### src/sv/trle_pkg.sv
// Shared types and constants for the transparent run-length encoder.
// Used by the interfaces and trle_* modules except trle_ram; no dependencies.
package trle_pkg;

    // Field widths
    localparam int PIXEL_W      = 8;
    localparam int PACK_W       = 64;
    localparam int BYTE_COUNT_W = 4;
    localparam int LIT_IDX_W    = 7;
    localparam int SKIP_W       = 8;

    // Run limits and packing
    localparam int MAX_LITERAL_RUN  = 127;
    localparam int MAX_SKIP_RUN     = 255;
    localparam int BYTES_PER_RESULT = 8;
    localparam int BYTE_LANES       = PACK_W / PIXEL_W;

    // Literal store: two banks, one per open or draining run
    localparam int BANK_DEPTH = 2 ** LIT_IDX_W;
    localparam int RAM_DEPTH  = 2 * BANK_DEPTH;
    localparam int RAM_ADDR_W = LIT_IDX_W + 1;

    // Command queue between front and back
    localparam int CMDQ_DEPTH = 4;
    localparam int CMDQ_PTR_W = 2;

    // Byte codes
    localparam logic [PIXEL_W-1:0] TRANSPARENT_PIXEL = 8'hFF;
    localparam logic [PIXEL_W-1:0] SKIP_CODE         = 8'h01;
    localparam logic [PIXEL_W-1:0] ROW_END_CODE      = 8'h00;

    // Everything one pixel asks of the back end
    typedef struct packed {
        logic                  skip_v;
        logic [SKIP_W-1:0]     skip_len;
        logic                  skip_first;
        logic                  lit_v;
        logic [LIT_IDX_W-1:0]  lit_cnt;
        logic                  lit_bank;
        logic                  row_end;
    } t_cmd;

    typedef struct packed {
        logic                  we;
        logic [RAM_ADDR_W-1:0] addr;
        logic [PIXEL_W-1:0]    data;
    } t_ram_wr;

    typedef struct packed {
        logic                  re;
        logic [RAM_ADDR_W-1:0] addr;
    } t_ram_rd;

    typedef struct packed {
        logic valid;
        logic bank;
    } t_bank_rel;

    typedef struct packed {
        logic               valid;
        logic [PIXEL_W-1:0] value;
        logic               last;
    } t_byte;

    typedef enum logic [2:0] {
        SEQ_IDLE,
        SEQ_SKIP_HDR,
        SEQ_SKIP_LEN,
        SEQ_LIT_CODE,
        SEQ_LIT_DATA,
        SEQ_ROW_END
    } t_seq_state;

endpackage

### src/sv/trle_if.sv
// Valid/ready channel interfaces: pixel input and packed word output.
// Depends on trle_pkg for field widths.
interface trle_pix_if;
    import trle_pkg::*;

    logic               valid;
    logic               ready;
    logic [PIXEL_W-1:0] pixel;
    logic               row_end;

    modport source (output valid, output pixel, output row_end, input ready);
    modport sink   (input valid, input pixel, input row_end, output ready);
endinterface

interface trle_word_if;
    import trle_pkg::*;

    logic                    valid;
    logic                    ready;
    logic [PACK_W-1:0]       packed_bytes;
    logic [BYTE_COUNT_W-1:0] byte_count;
    logic                    last;

    modport source (output valid, output packed_bytes, output byte_count, output last,
                    input ready);
    modport sink   (input valid, input packed_bytes, input byte_count, input last,
                    output ready);
endinterface

### src/sv/trle_ram.sv
// Generic single-write, single-read RAM with registered, enabled read.
// No dependencies.
module trle_ram #(
    parameter int WIDTH = 8,
    parameter int DEPTH = 256
) (
    input  logic                     i_clk,
    input  logic                     i_we,
    input  logic [$clog2(DEPTH)-1:0] i_waddr,
    input  logic [WIDTH-1:0]         i_wdata,
    input  logic                     i_re,
    input  logic [$clog2(DEPTH)-1:0] i_raddr,
    output logic [WIDTH-1:0]         o_rdata
);
    logic [WIDTH-1:0] r_mem [DEPTH];
    logic [WIDTH-1:0] r_rdata;

    // Write port
    always_ff @(posedge i_clk) begin
        if (i_we) begin
            r_mem[i_waddr] <= i_wdata;
        end
    end

    // Read port: hold data while not enabled
    always_ff @(posedge i_clk) begin
        if (i_re) begin
            r_rdata <= r_mem[i_raddr];
        end
    end

    assign o_rdata = r_rdata;
endmodule

### src/sv/trle_front.sv
// Front end: accepts pixels, tracks the open run, stores opaque pixels
// and issues one command per pixel that closes something. Uses trle_pkg, trle_pix_if.
module trle_front (
    input  logic               i_clk,
    input  logic               i_rst_n,
    trle_pix_if.sink           i_pix,
    input  logic               i_cmdq_full,
    output logic               o_push,
    output trle_pkg::t_cmd     o_cmd,
    output trle_pkg::t_ram_wr  o_wr,
    input  trle_pkg::t_bank_rel i_rel
);
    import trle_pkg::*;

    logic [LIT_IDX_W-1:0] r_lc, n_lc;
    logic [SKIP_W-1:0]    r_sc, n_sc;
    logic                 r_in_skip, n_in_skip;
    logic                 r_wbank, n_wbank;
    logic [1:0]           r_busy, n_busy;

    logic                 accept;
    logic                 is_opaque;
    logic                 skip_close;
    logic [LIT_IDX_W:0]   lc_inc;
    logic [SKIP_W:0]      sc_inc;
    t_cmd                 cmd;

    // Stall while the queue is full or a new run would land in a draining bank
    assign i_pix.ready = !i_cmdq_full && !((r_lc == '0) && r_busy[r_wbank]);
    assign accept      = i_pix.valid && i_pix.ready;
    assign is_opaque   = (i_pix.pixel != TRANSPARENT_PIXEL);
    assign lc_inc      = {1'b0, r_lc} + (LIT_IDX_W+1)'(1);
    assign sc_inc      = {1'b0, r_sc} + (SKIP_W+1)'(1);

    // Classify the pixel and build its command
    always_comb begin
        cmd            = '0;
        cmd.lit_bank   = r_wbank;
        cmd.row_end    = i_pix.row_end;
        skip_close     = 1'b0;
        n_lc           = r_lc;
        n_sc           = r_sc;
        n_in_skip      = r_in_skip;
        if (is_opaque) begin
            cmd.skip_v     = r_in_skip;
            cmd.skip_len   = r_sc;
            cmd.skip_first = 1'b1;
            cmd.lit_v      = (lc_inc >= (LIT_IDX_W+1)'(MAX_LITERAL_RUN)) || i_pix.row_end;
            cmd.lit_cnt    = lc_inc[LIT_IDX_W-1:0];
            n_lc           = cmd.lit_v ? '0 : lc_inc[LIT_IDX_W-1:0];
            n_sc           = '0;
            n_in_skip      = 1'b0;
        end else begin
            skip_close     = (sc_inc >= (SKIP_W+1)'(MAX_SKIP_RUN)) || i_pix.row_end;
            cmd.lit_v      = (r_lc != '0);
            cmd.lit_cnt    = r_lc;
            cmd.skip_v     = skip_close;
            cmd.skip_len   = sc_inc[SKIP_W-1:0];
            n_lc           = '0;
            n_sc           = skip_close ? '0 : sc_inc[SKIP_W-1:0];
            n_in_skip      = !skip_close;
        end
    end

    // Bank ownership: claim on literal close, drop on release from the back end
    always_comb begin
        n_busy  = r_busy;
        n_wbank = r_wbank;
        if (i_rel.valid) begin
            n_busy[i_rel.bank] = 1'b0;
        end
        if (accept && cmd.lit_v) begin
            n_busy[r_wbank] = 1'b1;
            n_wbank         = !r_wbank;
        end
    end

    always_ff @(posedge i_clk) begin
        if (!i_rst_n) begin
            r_lc      <= '0;
            r_sc      <= '0;
            r_in_skip <= 1'b0;
            r_wbank   <= 1'b0;
            r_busy    <= '0;
        end else begin
            r_busy  <= n_busy;
            r_wbank <= n_wbank;
            if (accept) begin
                r_lc      <= n_lc;
                r_sc      <= n_sc;
                r_in_skip <= n_in_skip;
            end
        end
    end

    assign o_push  = accept && (cmd.skip_v || cmd.lit_v || cmd.row_end);
    assign o_cmd   = cmd;
    assign o_wr.we   = accept && is_opaque;
    assign o_wr.addr = {r_wbank, r_lc};
    assign o_wr.data = i_pix.pixel;
endmodule

### src/sv/trle_cmdq.sv
// Small command FIFO between the front end and the byte sequencer.
// Uses trle_pkg for the command type and depth.
module trle_cmdq (
    input  logic           i_clk,
    input  logic           i_rst_n,
    input  logic           i_push,
    input  trle_pkg::t_cmd i_cmd,
    input  logic           i_pop,
    output trle_pkg::t_cmd o_head,
    output logic           o_full,
    output logic           o_empty
);
    import trle_pkg::*;

    t_cmd                  r_mem [CMDQ_DEPTH];
    logic [CMDQ_PTR_W-1:0] r_wptr;
    logic [CMDQ_PTR_W-1:0] r_rptr;
    logic [CMDQ_PTR_W:0]   r_count;

    assign o_full  = (r_count == (CMDQ_PTR_W+1)'(CMDQ_DEPTH));
    assign o_empty = (r_count == '0);
    assign o_head  = r_mem[r_rptr];

    // Store entries
    always_ff @(posedge i_clk) begin
        if (i_push) begin
            r_mem[r_wptr] <= i_cmd;
        end
    end

    // Advance pointers and occupancy
    always_ff @(posedge i_clk) begin
        if (!i_rst_n) begin
            r_wptr  <= '0;
            r_rptr  <= '0;
            r_count <= '0;
        end else begin
            if (i_push) begin
                r_wptr <= r_wptr + CMDQ_PTR_W'(1);
            end
            if (i_pop) begin
                r_rptr <= r_rptr + CMDQ_PTR_W'(1);
            end
            if (i_push && !i_pop) begin
                r_count <= r_count + (CMDQ_PTR_W+1)'(1);
            end else if (i_pop && !i_push) begin
                r_count <= r_count - (CMDQ_PTR_W+1)'(1);
            end
        end
    end
endmodule

### src/sv/trle_seq.sv
// Back end sequencer: expands each command into a byte stream, one byte
// a cycle unless stalled, reading literals from the store. Uses trle_pkg.
module trle_seq (
    input  logic                       i_clk,
    input  logic                       i_rst_n,
    input  logic                       i_cmdq_empty,
    input  trle_pkg::t_cmd             i_cmd,
    output logic                       o_pop,
    output trle_pkg::t_ram_rd          o_rd,
    input  logic [trle_pkg::PIXEL_W-1:0] i_rdata,
    output trle_pkg::t_bank_rel        o_rel,
    output trle_pkg::t_byte            o_byte,
    input  logic                       i_byte_ready
);
    import trle_pkg::*;

    t_seq_state           r_state, n_state;
    t_cmd                 r_cmd;
    logic [LIT_IDX_W-1:0] r_idx;

    // Byte stage: value is either a constant or the registered store read
    logic                 r_bv;
    logic                 r_bmem;
    logic [PIXEL_W-1:0]   r_bconst;
    logic                 r_blast;

    logic                 adv;
    logic                 idx_last;
    t_seq_state           start_state;
    t_seq_state           after_skip;
    t_seq_state           after_lit;

    logic                 op_valid;
    logic                 op_mem;
    logic [PIXEL_W-1:0]   op_const;
    logic                 op_last;

    assign adv      = !r_bv || i_byte_ready;
    assign idx_last = ((r_idx + LIT_IDX_W'(1)) == r_cmd.lit_cnt);

    // Section order within one command
    always_comb begin
        if (i_cmd.skip_first && i_cmd.skip_v) begin
            start_state = SEQ_SKIP_HDR;
        end else if (i_cmd.lit_v) begin
            start_state = SEQ_LIT_CODE;
        end else if (i_cmd.skip_v) begin
            start_state = SEQ_SKIP_HDR;
        end else begin
            start_state = SEQ_ROW_END;
        end
        if (r_cmd.skip_first && r_cmd.lit_v) begin
            after_skip = SEQ_LIT_CODE;
        end else if (r_cmd.row_end) begin
            after_skip = SEQ_ROW_END;
        end else begin
            after_skip = SEQ_IDLE;
        end
        if (!r_cmd.skip_first && r_cmd.skip_v) begin
            after_lit = SEQ_SKIP_HDR;
        end else if (r_cmd.row_end) begin
            after_lit = SEQ_ROW_END;
        end else begin
            after_lit = SEQ_IDLE;
        end
    end

    // Next state
    always_comb begin
        n_state = r_state;
        unique case (r_state)
            SEQ_IDLE: begin
                if (!i_cmdq_empty) begin
                    n_state = start_state;
                end
            end
            SEQ_SKIP_HDR: begin
                if (adv) begin
                    n_state = SEQ_SKIP_LEN;
                end
            end
            SEQ_SKIP_LEN: begin
                if (adv) begin
                    n_state = after_skip;
                end
            end
            SEQ_LIT_CODE: begin
                if (adv) begin
                    n_state = SEQ_LIT_DATA;
                end
            end
            SEQ_LIT_DATA: begin
                if (adv && idx_last) begin
                    n_state = after_lit;
                end
            end
            SEQ_ROW_END: begin
                if (adv) begin
                    n_state = SEQ_IDLE;
                end
            end
            default: n_state = SEQ_IDLE;
        endcase
    end

    // Byte ops, store reads and bank release
    always_comb begin
        o_pop       = 1'b0;
        op_valid    = 1'b0;
        op_mem      = 1'b0;
        op_const    = ROW_END_CODE;
        op_last     = 1'b0;
        o_rd.re     = 1'b0;
        o_rd.addr   = {r_cmd.lit_bank, r_idx};
        o_rel.valid = 1'b0;
        o_rel.bank  = r_cmd.lit_bank;
        unique case (r_state)
            SEQ_IDLE: begin
                o_pop = !i_cmdq_empty;
            end
            SEQ_SKIP_HDR: begin
                op_valid = 1'b1;
                op_const = SKIP_CODE;
            end
            SEQ_SKIP_LEN: begin
                op_valid = 1'b1;
                op_const = r_cmd.skip_len;
                op_last  = (after_skip == SEQ_IDLE);
            end
            SEQ_LIT_CODE: begin
                op_valid = 1'b1;
                op_const = {r_cmd.lit_cnt, 1'b1};
            end
            SEQ_LIT_DATA: begin
                op_valid    = 1'b1;
                op_mem      = 1'b1;
                op_last     = idx_last && (after_lit == SEQ_IDLE);
                o_rd.re     = adv;
                o_rel.valid = adv && idx_last;
            end
            SEQ_ROW_END: begin
                op_valid = 1'b1;
                op_const = ROW_END_CODE;
                op_last  = 1'b1;
            end
            default: begin
                op_valid = 1'b0;
            end
        endcase
    end

    // Control registers
    always_ff @(posedge i_clk) begin
        if (!i_rst_n) begin
            r_state <= SEQ_IDLE;
            r_bv    <= 1'b0;
        end else begin
            r_state <= n_state;
            if (adv) begin
                r_bv <= op_valid;
            end
        end
    end

    // Command, index and byte stage payload
    always_ff @(posedge i_clk) begin
        if (o_pop) begin
            r_cmd <= i_cmd;
        end
        if (r_state == SEQ_LIT_CODE && adv) begin
            r_idx <= '0;
        end else if (r_state == SEQ_LIT_DATA && adv) begin
            r_idx <= r_idx + LIT_IDX_W'(1);
        end
        if (adv) begin
            r_bmem   <= op_mem;
            r_bconst <= op_const;
            r_blast  <= op_last;
        end
    end

    assign o_byte.valid = r_bv;
    assign o_byte.value = r_bmem ? i_rdata : r_bconst;
    assign o_byte.last  = r_blast;
endmodule

### src/sv/trle_pack.sv
// Packer: gathers bytes into result words and holds them in the output
// register. Uses trle_pkg, trle_word_if.
module trle_pack (
    input  logic             i_clk,
    input  logic             i_rst_n,
    input  trle_pkg::t_byte  i_byte,
    output logic             o_byte_ready,
    trle_word_if.source      o_word
);
    import trle_pkg::*;

    logic [PACK_W-1:0]       r_acc;
    logic [BYTE_COUNT_W-1:0] r_acc_cnt;

    logic                    r_ov;
    logic [PACK_W-1:0]       r_word;
    logic [BYTE_COUNT_W-1:0] r_cnt;
    logic                    r_last;

    logic                    out_free;
    logic                    take;
    logic                    emit;
    logic [BYTE_COUNT_W-1:0] cnt_inc;
    logic [PACK_W-1:0]       word_next;

    assign out_free     = !r_ov || o_word.ready;
    assign cnt_inc      = r_acc_cnt + BYTE_COUNT_W'(1);
    assign emit         = (cnt_inc == BYTE_COUNT_W'(BYTES_PER_RESULT)) || i_byte.last;
    assign o_byte_ready = !emit || out_free;
    assign take         = i_byte.valid && o_byte_ready;

    // Drop the byte into its lane
    always_comb begin
        word_next = r_acc;
        for (int j = 0; j < BYTE_LANES; j++) begin
            if (BYTE_COUNT_W'(j) == r_acc_cnt) begin
                word_next[j*PIXEL_W +: PIXEL_W] = i_byte.value;
            end
        end
    end

    // Control: fill level and output valid
    always_ff @(posedge i_clk) begin
        if (!i_rst_n) begin
            r_acc_cnt <= '0;
            r_ov      <= 1'b0;
            r_acc     <= '0;
        end else begin
            if (take && emit) begin
                r_acc_cnt <= '0;
                r_acc     <= '0;
                r_ov      <= 1'b1;
            end else begin
                if (take) begin
                    r_acc_cnt <= cnt_inc;
                    r_acc     <= word_next;
                end
                if (o_word.ready) begin
                    r_ov <= 1'b0;
                end
            end
        end
    end

    // Output payload
    always_ff @(posedge i_clk) begin
        if (take && emit) begin
            r_word <= word_next;
            r_cnt  <= cnt_inc;
            r_last <= i_byte.last;
        end
    end

    assign o_word.valid        = r_ov;
    assign o_word.packed_bytes = r_word;
    assign o_word.byte_count   = r_cnt;
    assign o_word.last         = r_last;
endmodule

### src/sv/transparent_run_length_encoder.sv
// Transparent run-length encoder for 8-bit sprite rows.
// Channels: i_pix takes one pixel (pixel, row_end) per beat; 0xFF is
// transparent. o_word gives result words of up to eight encoded bytes,
// first byte in bits 7..0, byte_count valid bytes, last on the final word
// of each pixel. Pixels that close no run give no word.
// Encoding: opaque run of n -> 2n+1 then the n pixels; transparent run of
// n -> 1, n; each row ends with 0.
// Throughput: the front end takes one pixel a cycle while its four-entry
// command queue has room. The back end sequencer emits one byte a cycle
// while the packer takes bytes, and passes through an idle state between
// commands; opaque pixels are held in a two-bank store, and between
// runs no pixel is taken until the bank to be written is free.
// Reset: synchronous, active low; clears all run state, no clearing pass.
// A stalled o_word holds its word; the back end and then the front end
// fill up and drop i_pix.ready.
// Uses trle_pkg, trle_if, trle_ram, trle_front, trle_cmdq, trle_seq, trle_pack.
module transparent_run_length_encoder (
    input  logic        i_clk,
    input  logic        i_rst_n,
    trle_pix_if.sink    i_pix,
    trle_word_if.source o_word
);
    import trle_pkg::*;

    logic                cmdq_full;
    logic                cmdq_empty;
    logic                push;
    logic                pop;
    t_cmd                cmd_in;
    t_cmd                cmd_head;
    t_ram_wr             ram_wr;
    t_ram_rd             ram_rd;
    logic [PIXEL_W-1:0]  ram_rdata;
    t_bank_rel           rel;
    t_byte               seq_byte;
    logic                byte_ready;

    trle_front u_front (
        .i_clk       (i_clk),
        .i_rst_n     (i_rst_n),
        .i_pix       (i_pix),
        .i_cmdq_full (cmdq_full),
        .o_push      (push),
        .o_cmd       (cmd_in),
        .o_wr        (ram_wr),
        .i_rel       (rel)
    );

    trle_ram #(
        .WIDTH (PIXEL_W),
        .DEPTH (RAM_DEPTH)
    ) u_lit_ram (
        .i_clk   (i_clk),
        .i_we    (ram_wr.we),
        .i_waddr (ram_wr.addr),
        .i_wdata (ram_wr.data),
        .i_re    (ram_rd.re),
        .i_raddr (ram_rd.addr),
        .o_rdata (ram_rdata)
    );

    trle_cmdq u_cmdq (
        .i_clk   (i_clk),
        .i_rst_n (i_rst_n),
        .i_push  (push),
        .i_cmd   (cmd_in),
        .i_pop   (pop),
        .o_head  (cmd_head),
        .o_full  (cmdq_full),
        .o_empty (cmdq_empty)
    );

    trle_seq u_seq (
        .i_clk        (i_clk),
        .i_rst_n      (i_rst_n),
        .i_cmdq_empty (cmdq_empty),
        .i_cmd        (cmd_head),
        .o_pop        (pop),
        .o_rd         (ram_rd),
        .i_rdata      (ram_rdata),
        .o_rel        (rel),
        .o_byte       (seq_byte),
        .i_byte_ready (byte_ready)
    );

    trle_pack u_pack (
        .i_clk        (i_clk),
        .i_rst_n      (i_rst_n),
        .i_byte       (seq_byte),
        .o_byte_ready (byte_ready),
        .o_word       (o_word)
    );

`ifndef SYNTHESIS
    // Queue never written while full
    assert property (@(posedge i_clk) disable iff (!i_rst_n) push |-> !cmdq_full)
        else $error("command queue overflow");

    // Queue never read while empty
    assert property (@(posedge i_clk) disable iff (!i_rst_n) pop |-> !cmdq_empty)
        else $error("command queue underflow");

    // A literal close always carries at least one pixel
    assert property (@(posedge i_clk) disable iff (!i_rst_n)
        (push && cmd_in.lit_v) |-> (cmd_in.lit_cnt != '0))
        else $error("empty literal run issued");

    // Result words carry between one and a full word of bytes
    assert property (@(posedge i_clk) disable iff (!i_rst_n)
        o_word.valid |-> (o_word.byte_count != '0 &&
                          o_word.byte_count <= BYTE_COUNT_W'(BYTES_PER_RESULT)))
        else $error("bad byte count on result word");
`endif
endmodule
### src/flat_wrapper.sv
// flat-port wrapper written by rule: the top's interface ports become plain ports
module transparent_run_length_encoder_flat import trle_pkg::*;
  (i_clk, i_rst_n, i_pix_valid, i_pix_pixel, i_pix_row_end, i_pix_ready, o_word_valid, o_word_packed_bytes, o_word_byte_count, o_word_last, o_word_ready);
  trle_pix_if i_pix_i ();
  trle_word_if o_word_i ();
  input  logic i_clk;
  input  logic i_rst_n;
  input wire logic [$bits(i_pix_i.valid)-1:0] i_pix_valid;
  input wire logic [$bits(i_pix_i.pixel)-1:0] i_pix_pixel;
  input wire logic [$bits(i_pix_i.row_end)-1:0] i_pix_row_end;
  output wire logic [$bits(i_pix_i.ready)-1:0] i_pix_ready;
  output wire logic [$bits(o_word_i.valid)-1:0] o_word_valid;
  output wire logic [$bits(o_word_i.packed_bytes)-1:0] o_word_packed_bytes;
  output wire logic [$bits(o_word_i.byte_count)-1:0] o_word_byte_count;
  output wire logic [$bits(o_word_i.last)-1:0] o_word_last;
  input wire logic [$bits(o_word_i.ready)-1:0] o_word_ready;
  assign i_pix_i.valid = i_pix_valid;
  assign i_pix_i.pixel = i_pix_pixel;
  assign i_pix_i.row_end = i_pix_row_end;
  assign i_pix_ready = i_pix_i.ready;
  assign o_word_valid = o_word_i.valid;
  assign o_word_packed_bytes = o_word_i.packed_bytes;
  assign o_word_byte_count = o_word_i.byte_count;
  assign o_word_last = o_word_i.last;
  assign o_word_i.ready = o_word_ready;
  transparent_run_length_encoder u_core (.i_clk(i_clk), .i_rst_n(i_rst_n), .i_pix(i_pix_i), .o_word(o_word_i));
endmodule
### config.mk
export PLATFORM = sky130hd
export DESIGN_NAME = transparent_run_length_encoder_flat
export DESIGN_NICKNAME = d
export VERILOG_FILES = /design/src/sv/trle_pkg.sv /design/src/sv/trle_if.sv /design/src/sv/trle_ram.sv /design/src/sv/trle_front.sv /design/src/sv/trle_cmdq.sv /design/src/sv/trle_seq.sv /design/src/sv/trle_pack.sv /design/src/sv/transparent_run_length_encoder.sv /design/src/flat_wrapper.sv
export SDC_FILE = /design/constraint.sdc
export NUM_CORES = 2
export LEC_CHECK = 0
export BUFFER_PORTS_ARGS = -buffer_cell sky130_fd_sc_hd__buf_2
export CORE_UTILIZATION = 54
export DETAILED_ROUTE_END_ITERATION = 8
export PLACE_DENSITY = 0.71
export SYNTH_ARGS = -nofsm -noshare
export SYNTH_HDL_FRONTEND = slang
export SYNTH_HIERARCHICAL = 1
export SYNTH_SLANG_ARGS = --single-unit
### constraint.sdc
create_clock -name i_clk -period 4.4 [get_ports i_clk]
set_clock_uncertainty 0.15 [all_clocks]
set_input_delay 0.66 -clock i_clk [delete_from_list [all_inputs] [get_ports i_clk]]
set_output_delay 0.66 -clock i_clk [all_outputs]
set_load 0.05 [all_outputs]
==> metrics.txt <==
Vias per Instance 6.41; area enclosed by the die boundary 0.172 mm²; leading cell types by total area after synthesis edfxtp_1 73%, mux4_2 12%, dfxtp_1 2.4%; post-synthesis sequential element count 2343; CTS tree yes; minimum clock period 3840 ps; layout filler cell count 11600; Yosys top cell area share 73.1%; post-DP HPWL 132000 µm; number of global-route vias before repair 47000; Post-CTS Repair Setup Buffers 0; root buffer cell clkbuf_16; worst reg2reg setup slack 560 ps; highest-delay cell along the critical path nor4_1; wire length of the first global-routing pass 319000 µm; worst slack at placement 623 ps; total count of max-transition violations in the final report 0; power density cells 541 mW/mm²; CP most frequent cell nor4_1; critical register-to-register path endpoint u_core/u_lit_ram/o_rdata[1]; number of synthesized flops with an enable pin 2235; Netlist cell types 92; worst setup path class register to register; final setup TNS 0 ps; Max Freq 0.261 GHz; post-synthesis instance total 4639; cells resized by post-CTS repair 0; post-route setup slack 564 ps; dominant cell type by area after synthesis edfxtp_1; launching point of the worst reg2reg path u_core/u_seq/r_idx[0]; overflow left after global routing 0; share of final-layout standard cells stronger than drive strength 1 25.6%; post-synthesis area per instance 19.8 µm²; number of failing setup endpoints in the final timing report 0; count of boundary I/O pins 84; Final Cycle Share 87.2%; total wirelength of the detailed-routed design 217000 µm; Slew Limit Headroom 20.3%; kind of path behind the tightest hold check input port to register; final core utilization 61.3%; Via Count 47400; number of cell instances on the worst register-to-register path 7; number of antenna-violating nets in the routed design 0; clk buf depth 3; number of detailed-routing iterations run before antenna repair 5; violation count after the first detailed-route iteration 6367; average detailed-routed wire length per instance 29.3 µm; row count 151; Die Span Y 414 µm; crit path capture type register; portion of the post-synthesis area used by sequential elements 75.4%; synthesized cell area 0.0919 mm²; critical path cell sequence buf_12, mux4_2, a22oi_1, a21oi_1, nor4_1, buf_4, nor4_1; leakage power 33.1 nW; critical path startpoint u_core/u_seq/r_idx[0]; starting density of the core 54.3%; crit-path max FO 88; required time at the worst-slack endpoint 4840 ps; synthesized net count 4668; Worst IR Drop VDD 0.484 mV; Clk pin slew, worst setup/hold paths 60 ps; Hold Buf Count CTS 4; buffers plus inverters on the worst setup path 2; Hold Vio Cnt, Final 0; setup repair after global routing missed its margin no; transition time at the pin with the least slew margin 1200 ps; Setup crit start kind register; pin count of the biggest net entering global routing 222; final-stage net count 5007; global placer's final weighted congestion 0.860; cell depth of the worst setup path 7; Die Span X 414 µm; number of antenna violations at the first check in global routing 8; GRT Total Usage 25.2%; # H-tree levels 4; clock buffers created by TritonCTS 223; worst hold slack 77.3 ps; kind of cell with the highest combined delay on the critical path simple AND/OR/NAND/NOR gates; most used flip-flop cell after synthesis edfxtp_1; highest cell delay on the worst timing path 750 ps; final routed DRC violation total 0; count of input and output buffers 83; source-to-sink clock delay at the later pin of the worst-skew pair 880 ps; core outline area 0.169 mm²; layout-stage area growth over the synthesis result 12.7%; fraction of registers with async set/reset 0%; data arrival time of the worst path 4280 ps; number of clock sinks 2343; max-cap viol count 0; number of warnings issued by yosys 6; outcome complete, no violations; worst setup path end u_core/u_lit_ram/o_rdata[1]
-- stage by stage --
| step | area, µm² | power [mW] | cells |
|---|---|---|---|
| after floorplan | 91900 | 34.4 | 4639 |
| after global placement | 96200 | 37.2 | 6967 |
| after detailed placement | 96200 | 37.3 | 6967 |
| after CTS | 104000 | 56.3 | 7392 |
| after global routing | 104000 | 57.8 | 7393 |
| final | 104000 | 56.0 | 7394 |
-- cells in the mapped netlist, drive strengths merged (46+ instances only) --
master     n
edfxtp  2235
mux4     476
nor2     331
buf      157
mux2i    146
clkbuf   135
a22oi    133
a21oi    129
dfxtp    108
nand2     90
mux2      75
a22o      72
nand3     53
o221ai    48
nor2b     46
-- cells by family after synthesis --
kind of cell | count (synthesis) | synth area share [%]
xor+xnor | 28 | 0.267
buf+inv | 315 | 2.02
compound gates | 559 | 4.40
simple gates | 681 | 3.48
mux | 697 | 14.2
fa+ha+maj | 16 | 0.226
flops | 2343 | 75.4
-- registers in the layout, indices dropped and copies added (netlist names), 4 cells and up, named ones only --
register                           cells
u_core/u_seq/r_bconst                  8
u_core/u_seq/r_cmd                    19
u_core/u_pack/o_word.byte_count        4
u_core/u_pack/o_word.packed_bytes     64
u_core/u_cmdq/r_mem                   80
u_core/u_pack/r_acc                   64
u_core/u_front/r_sc                    8
u_core/u_lit_ram/o_rdata               8
u_core/u_pack/r_acc_cnt                4
u_core/u_front/r_lc                    7
u_core/u_lit_ram/r_mem              2048
u_core/u_seq/r_idx                     7
-- cells in the final DEF, fill, tap and decap left out, types with 15 or more instances in the layout --
cell,instances
and2_1,24
buf_2,75
nor3_1,33
clkinv_2,41
o221ai_1,47
buf_12,27
bufinv_16,25
clkbuf_1,41
mux4_2,474
o211ai_1,15
a211oi_1,17
nor4_1,27
o22ai_1,34
clkinv_1,63
edfxtp_1,2235
clkbuf_16,225
dfxtp_1,102
ha_1,15
a22oi_1,133
nor2b_1,43
nand2_1,87
nor2_1,326
mux2_2,74
mux2i_1,146
a21oi_1,127
nand3_1,52
a22o_1,72
o21ai_0,25
xnor2_1,16
inv_1,19
buf_4,292
nand4_1,18
-- routing by layer --
layer	global-route usage, %	up-vias	part of all wire, %
met5	0	-	0.0065
met4	8.13	2	3.1
met3	4.99	368	9.6
met2	39.6	2509	48
met1	35.9	24700	39
li1	-	19800	-
-- report_power, final --
group	switching [mW]	total, mW	internal (mW)
registers	0.437	25.3	24.9
logic	6.29	11.5	5.24
clock network	8.27	19.2	10.9
-- how the worst min path moves through the flow --
stage	from	to	depth (start not counted)
floorplan	u_core/u_pack/r_acc[24]	u_core/u_pack/r_acc[24]	1
global placement	u_core/u_pack/r_acc[41]	u_core/u_pack/r_acc[41]	1
detailed placement	u_core/u_pack/r_acc[25]	u_core/u_pack/r_acc[25]	1
CTS	i_pix_pixel[3]	u_core/u_lit_ram/r_mem[171][3]	1
global route	i_pix_pixel[3]	u_core/u_lit_ram/r_mem[200][3]	1
finish	i_pix_pixel[3]	u_core/u_lit_ram/r_mem[200][3]	1
-- final cells by class --
class	instances	area, µm²	share of cell area [%]
flip-flops and latches	2343	69300	66.9
multi-input cells	1981	20800	20.1
clock buffers	268	5810	5.61
repair buffers	406	3260	3.15
well taps	2218	2780	2.68
clock inverters	153	1560	1.51
inverters	23	86.3	0.0834
diodes	2	5.00	0.00483
Power figures use the tool's default switching activity.
